### src/rtl/core/plf_pkg.sv
package plf_pkg;

   localparam int unsigned SqDim = 5;
   localparam int unsigned LetterBits = 5;

   typedef logic [LetterBits-1:0] letter_type;
   typedef logic [SqDim*LetterBits-1:0] row_type;
   typedef row_type square_type [SqDim];
   typedef logic [2:0] coord_type;
   typedef logic [2:0] reg_index_type;

   localparam letter_type CodeI = 5'd8;
   localparam letter_type CodeJ = 5'd9;
   localparam letter_type CodeX = 5'd23;

   // Where one letter was found in the square.
   typedef struct packed {
      logic      hit;
      coord_type row;
      coord_type col;
   } pos_type;

   function automatic letter_type fold(letter_type code);
      return (code == CodeJ) ? CodeI : code;
   endfunction

   // Step one place along a row or column, wrapping from the last to the first.
   function automatic coord_type wrap_inc(coord_type x);
      return (x == coord_type'(SqDim - 1)) ? '0 : coord_type'(x + 3'd1);
   endfunction

   function automatic letter_type cell_at(square_type sq, coord_type r, coord_type c);
      row_type rw;
      rw = '0;
      for (int i = 0; i < SqDim; i++) begin
         if (r == coord_type'(i)) begin
            rw = sq[i];
         end
      end
      return rw[LetterBits*c +: LetterBits];
   endfunction

endpackage

### src/rtl/core/plf_req_if.sv
interface plf_req_if;
   logic                valid;
   logic                ready;
   plf_pkg::letter_type first_letter;
   plf_pkg::letter_type second_letter;
   logic                second_present;

   modport source (output valid, first_letter, second_letter, second_present, input ready);
   modport sink (input valid, first_letter, second_letter, second_present, output ready);
endinterface

### src/rtl/core/plf_rsp_if.sv
interface plf_rsp_if;
   logic                valid;
   logic                ready;
   plf_pkg::letter_type cipher_first;
   plf_pkg::letter_type cipher_second;
   logic                letter_missing;

   modport source (output valid, cipher_first, cipher_second, letter_missing, input ready);
   modport sink (input valid, cipher_first, cipher_second, letter_missing, output ready);
endinterface

### src/rtl/core/plf_csr_if.sv
interface plf_csr_if;
   logic                    valid;
   logic                    ready;
   plf_pkg::reg_index_type  index;
   plf_pkg::row_type        data;

   modport source (output valid, index, data, input ready);
   modport sink (input valid, index, data, output ready);
endinterface

### src/rtl/core/plf_locate.sv
// One lane: finds a letter in the square and registers its position.
module plf_locate (
   input  logic                 clock,
   input  logic                 load,
   input  plf_pkg::square_type  square,
   input  plf_pkg::letter_type  letter,
   output plf_pkg::pos_type     pos_ff
);

   plf_pkg::pos_type pos_in;

   // Later cells overwrite earlier ones, so the last match in row order wins.
   always_comb begin
      pos_in = '0;
      for (int r = 0; r < plf_pkg::SqDim; r++) begin
         for (int c = 0; c < plf_pkg::SqDim; c++) begin
            if (square[r][plf_pkg::LetterBits*c +: plf_pkg::LetterBits] == letter) begin
               pos_in.hit = 1'b1;
               pos_in.row = plf_pkg::coord_type'(r);
               pos_in.col = plf_pkg::coord_type'(c);
            end
         end
      end
   end

   always_ff @(posedge clock) begin
      if (load) begin
         pos_ff <= pos_in;
      end
   end

endmodule

### src/rtl/core/plf_merge.sv
// Combines both lane positions into the ciphertext pair.
module plf_merge (
   input  logic                 clock,
   input  logic                 load,
   input  plf_pkg::square_type  square,
   input  plf_pkg::pos_type     pos_a,
   input  plf_pkg::pos_type     pos_b,
   output plf_pkg::letter_type  cipher_first_ff,
   output plf_pkg::letter_type  cipher_second_ff,
   output logic                 missing_ff
);

   plf_pkg::coord_type  row_a;
   plf_pkg::coord_type  col_a;
   plf_pkg::coord_type  row_b;
   plf_pkg::coord_type  col_b;
   logic                missing_in;
   plf_pkg::letter_type cipher_first_in;
   plf_pkg::letter_type cipher_second_in;

   always_comb begin
      priority if (pos_a.row == pos_b.row) begin
         row_a = pos_a.row;
         col_a = plf_pkg::wrap_inc(pos_a.col);
         row_b = pos_b.row;
         col_b = plf_pkg::wrap_inc(pos_b.col);
      end else if (pos_a.col == pos_b.col) begin
         row_a = plf_pkg::wrap_inc(pos_a.row);
         col_a = pos_a.col;
         row_b = plf_pkg::wrap_inc(pos_b.row);
         col_b = pos_b.col;
      end else begin
         row_a = pos_a.row;
         col_a = pos_b.col;
         row_b = pos_b.row;
         col_b = pos_a.col;
      end
      missing_in = !(pos_a.hit && pos_b.hit);
      // A letter that is not in the square forces both outputs to zero.
      cipher_first_in  = missing_in ? '0 : plf_pkg::cell_at(square, row_a, col_a);
      cipher_second_in = missing_in ? '0 : plf_pkg::cell_at(square, row_b, col_b);
   end

   always_ff @(posedge clock) begin
      if (load) begin
         cipher_first_ff  <= cipher_first_in;
         cipher_second_ff <= cipher_second_in;
         missing_ff       <= missing_in;
      end
   end

endmodule

### src/rtl/core/playfair_digraph_encrypt.sv
// Channel   Direction  Words carried
// req_chan  in         first_letter, second_letter, second_present
// rsp_chan  out        cipher_first, cipher_second, letter_missing
// csr_chan  in         index (0 to 4 = square rows), data (five letters, column 0 low)
//
// One word is taken per cycle while the output is not stalled.
// Each result passes two register stages: the two search lanes, then the merge.
// Reset clears the square rows to zero and empties both stages.
// A stalled result holds the merge stage and, once the lane stage is full, the input.
module playfair_digraph_encrypt (
   input  logic      clock,
   input  logic      reset,
   plf_req_if.sink   req_chan,
   plf_rsp_if.source rsp_chan,
   plf_csr_if.sink   csr_chan
);

   plf_pkg::square_type  square_ff;
   plf_pkg::square_type  square_in;
   logic                 a_valid_ff;
   logic                 a_valid_in;
   logic                 b_valid_ff;
   logic                 b_valid_in;
   logic                 a_ready;
   logic                 b_ready;
   plf_pkg::letter_type  letter_a;
   plf_pkg::letter_type  letter_b;
   plf_pkg::pos_type     pos_a;
   plf_pkg::pos_type     pos_b;

   assign csr_chan.ready = 1'b1;

   always_comb begin
      square_in = square_ff;
      for (int r = 0; r < plf_pkg::SqDim; r++) begin
         if (csr_chan.valid && csr_chan.index == plf_pkg::reg_index_type'(r)) begin
            square_in[r] = csr_chan.data;
         end
      end
   end

   assign b_ready = !b_valid_ff || rsp_chan.ready;
   assign a_ready = !a_valid_ff || b_ready;
   assign req_chan.ready = a_ready;

   assign a_valid_in = a_ready ? req_chan.valid : a_valid_ff;
   assign b_valid_in = b_ready ? a_valid_ff : b_valid_ff;

   always_ff @(posedge clock) begin
      if (reset) begin
         a_valid_ff <= 1'b0;
         b_valid_ff <= 1'b0;
         for (int r = 0; r < plf_pkg::SqDim; r++) begin
            square_ff[r] <= '0;
         end
      end else begin
         a_valid_ff <= a_valid_in;
         b_valid_ff <= b_valid_in;
         square_ff  <= square_in;
      end
   end

   assign letter_a = plf_pkg::fold(req_chan.first_letter);
   assign letter_b = req_chan.second_present ? plf_pkg::fold(req_chan.second_letter)
                                             : plf_pkg::CodeX;

   plf_locate u_lane_a (
      .clock  (clock),
      .load   (a_ready),
      .square (square_ff),
      .letter (letter_a),
      .pos_ff (pos_a)
   );

   plf_locate u_lane_b (
      .clock  (clock),
      .load   (a_ready),
      .square (square_ff),
      .letter (letter_b),
      .pos_ff (pos_b)
   );

   plf_merge u_merge (
      .clock            (clock),
      .load             (b_ready),
      .square           (square_ff),
      .pos_a            (pos_a),
      .pos_b            (pos_b),
      .cipher_first_ff  (rsp_chan.cipher_first),
      .cipher_second_ff (rsp_chan.cipher_second),
      .missing_ff       (rsp_chan.letter_missing)
   );

   assign rsp_chan.valid = b_valid_ff;

   a_missing_zero: assert property (@(posedge clock) disable iff (reset)
      (b_valid_ff && rsp_chan.letter_missing) |->
         (rsp_chan.cipher_first == '0 && rsp_chan.cipher_second == '0))
      else $error("missing letter must give zero cipher letters");

   a_accept_fills: assert property (@(posedge clock) disable iff (reset)
      (req_chan.valid && req_chan.ready) |=> a_valid_ff)
      else $error("accepted word did not reach the lane stage");

   a_lane_holds: assert property (@(posedge clock) disable iff (reset)
      (a_valid_ff && !b_ready) |=> (a_valid_ff && $stable(pos_a) && $stable(pos_b)))
      else $error("lane stage lost a word while stalled");

   a_lane_moves: assert property (@(posedge clock) disable iff (reset)
      (a_valid_ff && b_ready) |=> b_valid_ff)
      else $error("lane stage word did not reach the merge stage");

endmodule
### src/flat_wrapper.sv
// flat-port wrapper written by rule: the top's interface ports become plain ports
module playfair_digraph_encrypt_flat 
  (clock, reset, req_chan_valid, req_chan_first_letter, req_chan_second_letter, req_chan_second_present, req_chan_ready, rsp_chan_valid, rsp_chan_cipher_first, rsp_chan_cipher_second, rsp_chan_letter_missing, rsp_chan_ready, csr_chan_valid, csr_chan_index, csr_chan_data, csr_chan_ready);
  plf_req_if req_chan_i ();
  plf_rsp_if rsp_chan_i ();
  plf_csr_if csr_chan_i ();
  input  logic clock;
  input  logic reset;
  input wire logic [$bits(req_chan_i.valid)-1:0] req_chan_valid;
  input wire logic [$bits(req_chan_i.first_letter)-1:0] req_chan_first_letter;
  input wire logic [$bits(req_chan_i.second_letter)-1:0] req_chan_second_letter;
  input wire logic [$bits(req_chan_i.second_present)-1:0] req_chan_second_present;
  output wire logic [$bits(req_chan_i.ready)-1:0] req_chan_ready;
  output wire logic [$bits(rsp_chan_i.valid)-1:0] rsp_chan_valid;
  output wire logic [$bits(rsp_chan_i.cipher_first)-1:0] rsp_chan_cipher_first;
  output wire logic [$bits(rsp_chan_i.cipher_second)-1:0] rsp_chan_cipher_second;
  output wire logic [$bits(rsp_chan_i.letter_missing)-1:0] rsp_chan_letter_missing;
  input wire logic [$bits(rsp_chan_i.ready)-1:0] rsp_chan_ready;
  input wire logic [$bits(csr_chan_i.valid)-1:0] csr_chan_valid;
  input wire logic [$bits(csr_chan_i.index)-1:0] csr_chan_index;
  input wire logic [$bits(csr_chan_i.data)-1:0] csr_chan_data;
  output wire logic [$bits(csr_chan_i.ready)-1:0] csr_chan_ready;
  assign req_chan_i.valid = req_chan_valid;
  assign req_chan_i.first_letter = req_chan_first_letter;
  assign req_chan_i.second_letter = req_chan_second_letter;
  assign req_chan_i.second_present = req_chan_second_present;
  assign req_chan_ready = req_chan_i.ready;
  assign rsp_chan_valid = rsp_chan_i.valid;
  assign rsp_chan_cipher_first = rsp_chan_i.cipher_first;
  assign rsp_chan_cipher_second = rsp_chan_i.cipher_second;
  assign rsp_chan_letter_missing = rsp_chan_i.letter_missing;
  assign rsp_chan_i.ready = rsp_chan_ready;
  assign csr_chan_i.valid = csr_chan_valid;
  assign csr_chan_i.index = csr_chan_index;
  assign csr_chan_i.data = csr_chan_data;
  assign csr_chan_ready = csr_chan_i.ready;
  playfair_digraph_encrypt u_core (.clock(clock), .reset(reset), .req_chan(req_chan_i), .rsp_chan(rsp_chan_i), .csr_chan(csr_chan_i));
endmodule
### config.mk
export PLATFORM = sky130hd
export DESIGN_NAME = playfair_digraph_encrypt_flat
export DESIGN_NICKNAME = d
export VERILOG_FILES = /design/src/rtl/core/plf_pkg.sv /design/src/rtl/core/plf_req_if.sv /design/src/rtl/core/plf_rsp_if.sv /design/src/rtl/core/plf_csr_if.sv /design/src/rtl/core/plf_locate.sv /design/src/rtl/core/plf_merge.sv /design/src/rtl/core/playfair_digraph_encrypt.sv /design/src/flat_wrapper.sv
export SDC_FILE = /design/constraint.sdc
export NUM_CORES = 1
export LEC_CHECK = 0
export ABC_AREA = 1
export BUFFER_PORTS_ARGS = -buffer_cell sky130_fd_sc_hd__buf_4
export CORE_MARGIN = 2
export CORE_UTILIZATION = 40
export CTS_BUF_LIST = sky130_fd_sc_hd__clkbuf_8
export DETAILED_ROUTE_END_ITERATION = 12
export PLACE_DENSITY = 0.52
export SKIP_CTS_REPAIR_TIMING = 1
export SLEW_MARGIN = 20
export SYNTH_ARGS = -nofsm -noshare
export SYNTH_HDL_FRONTEND = slang
export SYNTH_HIERARCHICAL = 1
export SYNTH_SLANG_ARGS = --single-unit
### constraint.sdc
create_clock -name clock -period 3 [get_ports clock]
set_input_delay 0.6 -clock clock [delete_from_list [all_inputs] [get_ports clock]]
set_output_delay 0.6 -clock clock [all_outputs]
set_load 0.02 [all_outputs]
======== After elaboration in Yosys (flattened, before gate mapping) ========
Cells that the tools add are included.
storage, ports and cells
  logic and storage cells ................. 185
  register bits ........................... 152
cells by class
  shifts and indexed selects .............. 2
  muxes and demuxes ....................... 73
  add/sub/neg operators ................... 4
  $mul .................................... 2
  equal/unequal tests ..................... 70
  reduce and logical (&&, ||, !) cells .... 18
operators by type and width
  kind                                                 count
  equality test 5 bit                                  50
  two-way mux 25 bit                                   10
  two-way mux 6 bit                                    38
  two-way mux 3 bit                                    20
  variable part select 25 x 7 -> 5 bit                 2
  OR reduction 24 bit                                  2
  equality test 3 bit, second input constant           7
  equality test 3 x 2 -> 1 bit, second input constant  6
  two-way mux 5 bit                                    3
  two-way mux 7 bit                                    2
  adder 3 x 1 -> 3 bit, second input constant          4
  multiplier 3 x 3 -> 6 bit, first input constant      2
  equality test 5 x 4 -> 1 bit, second input constant  2
  OR reduction 5 bit                                   2
  equality test 3 x 1 -> 1 bit, second input constant  3
  logical NOT 3 bit                                    3
  equality test 3 bit                                  2
  logical AND 1 bit                                    6
  logical NOT 1 bit                                    3
  logical OR 1 bit                                     2

======== Depth between registers and ports, before layout ========
  depth after elaboration ................. 28
  gate-level depth with buffers ........... 27
  mapped depth without buffers ............ 27

======== Hierarchy ========
Netlist, hierarchy kept.
by module, submodules not included
  module                    cells an instance  instances  area each (sq um)
  playfair_digraph_encrypt  748                1          5,316.3
  plf_locate                356                2          2,200.9
  plf_merge                 645                1          3,644.7

======== Worst setup path before layout ========
Ideal clock, no wire load.
  kind .................................... input port to flip-flop
  from .................................... in req_chan_first_letter[4]
  to ...................................... reg u_core/u_lane_a/pos_ff[0] in the netlist's numbering (data pin)
  setup time .............................. 255 ps
  stages on the path ...................... 24
  path buffers ............................ 1
  arrival ................................. 2,248 ps
  data required time ...................... 2,745 ps
  setup slack ............................. 496 ps
  path through ............................ nor2_1 -> nand2_1 -> o21a_1 -> buf_6 -> xnor2_1 -> nand3_1 -> nor2_1 -> nor2_2 -> nand2_1 -> nand2_1 -> nand2_1 -> nand2_1 -> nand2_1 -> nand2_1 -> nand2_1 -> nand2_1 -> nand2_1 -> nand2_1 -> nand2_1 -> nand2_1 -> nand2_1 -> nand2_1 -> nand2_1 -> a21oi_2
on the way
  cells in the longest elaborated chain, start to end .. 26
RTL lines
  what                              line                            RTL
  from (decl)                       flat_wrapper.sv:10              input wire logic [$bits(req_chan_i.first_letter)-1:0] req_chan_first_letter;
  equality test 5 x 4 -> 1 bit (*)  plf_pkg.sv:24                   return (code == CodeJ) ? CodeI : code;
  two-way mux 5 bit (*)             plf_pkg.sv:24
  via u_core.letter_a[0]            playfair_digraph_encrypt.sv:26  plf_pkg::letter_type letter_a;
  equality test 5 bit               plf_locate.sv:17                if (square[r][plf_pkg::LetterBits*c +: plf_pkg::LetterBits] == letter) begin
  two-way mux 6 bit (19 in a row)   plf_locate.sv:17
  two-way mux 3 bit (4 in a row)    plf_locate.sv:17
  to (signal assigned)              plf_locate.sv:28                pos_ff <= pos_in;
  to (decl)                         plf_locate.sv:7                 output plf_pkg::pos_type pos_ff
The timed path passes the listed nets; every way through them passes the cells marked *.
A chain may end at the register's enable or synchronous reset.

======== Worst setup path after layout ========
  from .................................... reg u_core/u_lane_a/pos_ff[1] in the netlist's numbering
  to ...................................... reg u_core.u_merge.cipher_first_ff[2] (data pin)
on the way
  cells in the longest elaborated chain, start to end .. 10
RTL lines
  what                                                                               line             RTL
  parallel branches: the longest is 9 deep, another holds multiplier 3 x 3 -> 6 bit  -
  variable part select 25 x 7 -> 5 bit (*)                                           plf_pkg.sv:40    return rw[LetterBits*c +: LetterBits];
  to (signal assigned)                                                               plf_merge.sv:46  cipher_first_ff <= cipher_first_in;
  to (decl)                                                                          plf_merge.sv:8   output plf_pkg::letter_type cipher_first_ff,
Every way passes the cells marked *.

==> impl_metrics.json <==
{
  "outcome": "finished clean",
  "synthArstFlopShare": 0,
  "leakage_nw": 6.91,
  "die_w_um": 187,
  "final_common_cell": "nand2_1",
  "min_period_over_period": 0.975,
  "wl_per_cell_um": 23.4,
  "synth_ff_type": "dfxtp_1",
  "cts_tree": "built",
  "syn_inst": 2105,
  "clkLatencyLatePin_ns": 0.51,
  "multi_input_area_sq_um": 8540,
  "drive_gt1_frac": 0.162,
  "synth_edf_count": 25,
  "coreArea_sq_um": 32700,
  "yosys_warnings": 6,
  "first_global_vias": 13549,
  "via_per_inst": 5.62,
  "ff_latch_area_sq_um": 3290,
  "die_h_um": 187,
  "io_buffers": 56,
  "setup_viol": 0,
  "start_util": 0.409,
  "drt_wl_total_mm": 62.4,
  "holdCritPathClass": "input port to register",
  "final_cell_mix": "nand2_1 (468), nor2_1 (339), nand3_1 (237)",
  "grt_pass1_wl_mm": 90.9,
  "yosysSeqAreaShare": 0.246,
  "synth-seq-cells": 152,
  "clock_skew_ns": 0.0181,
  "end_kind": "register",
  "diodes": 0,
  "area_growth_pct": 16.2,
  "ioPinCount": 58,
  "max_freq_ghz": 0.342,
  "grt_usage": 0.352,
  "vdd_ir_drop_max_mv": 0.477,
  "maxCapViolCount": 0,
  "clkTransAtPathRegs_ns": 0.10,
  "initialDrtViolationCount": 1888,
  "vias": 15010,
  "cts.sinks": 152,
  "cp_max_fo": 11,
  "period_minus_slack_ns": 2.92,
  "critPathLaunchType": "register",
  "ant_nets": 0,
  "nets": 2266,
  "antenna_found_initial": 0,
  "grt_max_degree": 101,
  "syn_avg_cell_area_sq_um": 6.35,
  "maxSlewHeadroom": 0.450,
  "drt_pass1_iterations": 6,
  "cts_buffers": 17,
  "synth_cell_types": 51,
  "total_power_w": 0.00801,
  "hold_viol_final": 0,
  "arrival_ns": 3.27,
  "cp.required_ns": 3.34,
  "stdcell_count": 2669,
  "rows": 66,
  "h-tree-depth": 4,
  "clockRootBuffer": "clkbuf_8",
  "overflow": 0,
  "dp_hpwl_mm": 46.9,
  "synth_area_sq_um": 13400,
  "critical_path_class": "register to register",
  "worstMarginPinSlew_ns": 0.824,
  "synthesis.nets": 2157,
  "fillers": 3520,
  "clk_path_buf_depth": 2,
  "drc": 0,
  "gp_congestion": 1.06,
  "place_inst": 2632,
  "powerDensity_nw_per_um2": 516,
  "slew_viol_final": 0,
  "utilization": 0.475,
  "die_area_sq_um": 34900
}
state kept, by name (all words and copies together) (netlist names):
signal	count
u_core/u_merge/cipher_first_ff	5
u_core/u_merge/missing_ff	1
u_core/u_merge/cipher_second_ff	5
u_core/u_lane_b/pos_ff	7
u_core/a_valid_ff	1
u_core/u_lane_a/pos_ff	7
u_core/rsp_chan.valid	1
u_core/square_ff	125
cells in the mapped netlist (3+ instances only):
cell	n	area (sq um)
o2111ai_1	5	43.8
dfxtp_1	127	2540
o21bai_1	26	195
nand4_1	64	400
edfxtp_1	25	751
buf_6	33	372
nand2_2	12	75.1
xor2_1	83	727
a21oi_1	27	135
nand2_1	469	1760
ha_1	8	100
nor4_1	12	75.1
xnor2_2	3	48.8
o21ai_1	35	175
nand3_1	244	1220
or2_1	6	37.5
o22ai_1	13	81.3
o211ai_1	9	67.6
nor2_4	11	124
xnor2_1	85	744
nor2_2	24	150
nor4_2	6	75.1
nor3_1	26	130
inv_1	168	631
nand3_2	8	80.1
nor2_1	340	1280
buf_1	4	15.0
o221ai_1	7	61.3
buf_2	32	160
inv_2	26	97.6
clkbuf_1	23	86.3
nor3b_1	4	30.0
o21ai_0	69	345
and3_1	12	75.1
a211oi_1	4	30.0
buf_4	32	240
where the power goes:
part | internal (W) | leakage, nW | switching [W]
clock | 0.000870 | 0.219 | 0.000937
combinational | 0.00136 | 5.36 | 0.00248
sequential | 0.00218 | 1.32 | 0.000190
critical path: stages, from the launching register on:
cell      delay, ns
edfxtp_1       0.44
inv_1          0.10
nand2_1        0.07
nand2_2        0.09
nand2_2        0.07
nor2_4         0.20
nand2_4        0.10
nand2_1        0.08
nand2_2        0.06
buf_12         0.15
buf_12         0.15
nor2_2         0.39
nand3_1        0.13
nand3_1        0.12
o21ai_1        0.07
nand3_1        0.19
nand3_1        0.17
a21oi_1        0.17
per-stage QoR:
stage | setup slack [ns] | hold slack, ns | TNS (ns) | area, sq um
global route | -0.00255 | 0.245 | -0.00316 | 15500
detailed placement | 0.0495 | 0.437 | 0 | 14900
floorplan | 0.496 | 0.424 | 0 | 13400
global placement | 0.0266 | 0.432 | 0 | 14900
CTS | 0.0273 | 0.248 | 0 | 15400
finish | 0.0757 | 0.278 | 0 | 15500
final timing paths:
check | from | end | slack (ns) | cells past startpoint
setup / recovery | u_core/u_lane_a/pos_ff[1] | u_core/u_merge/cipher_first_ff[2] | 0.08 | 17
hold / removal | reset | u_core/rsp_chan.valid | 0.28 | 2
setup reg to reg | u_core/u_lane_a/pos_ff[1] | u_core/u_merge/cipher_first_ff[2] | 0.08 | 17
hold reg to reg | u_core/a_valid_ff | u_core/rsp_chan.valid | 0.45 | 2
routing by layer:
metal,routed length [um],track usage
met1,27400,0.498
met2,25900,0.509
met3,6640,0.0903
met4,2410,0.132
met5,0,0
cell families after synthesis:
kind of cell,synth area share
AOI/OAI and AO/OA,0.0889
xor gates and xnor gates,0.114
adders and majority gates,0.00749
buffers and inverters,0.121
DFF,0.246
other,0.000281
and+or+nand+nor,0.422
cell type report:
type                       instances  area share
clock inverter                    14      0.0123
inverter                         194      0.0475
timing repair buffer             216       0.126
clock buffer                      18      0.0160
tap                              442      0.0356
sequential                       152       0.212
multi-input combinational       1633       0.550
No activity file was read; power rests on OpenSTA's default activity.
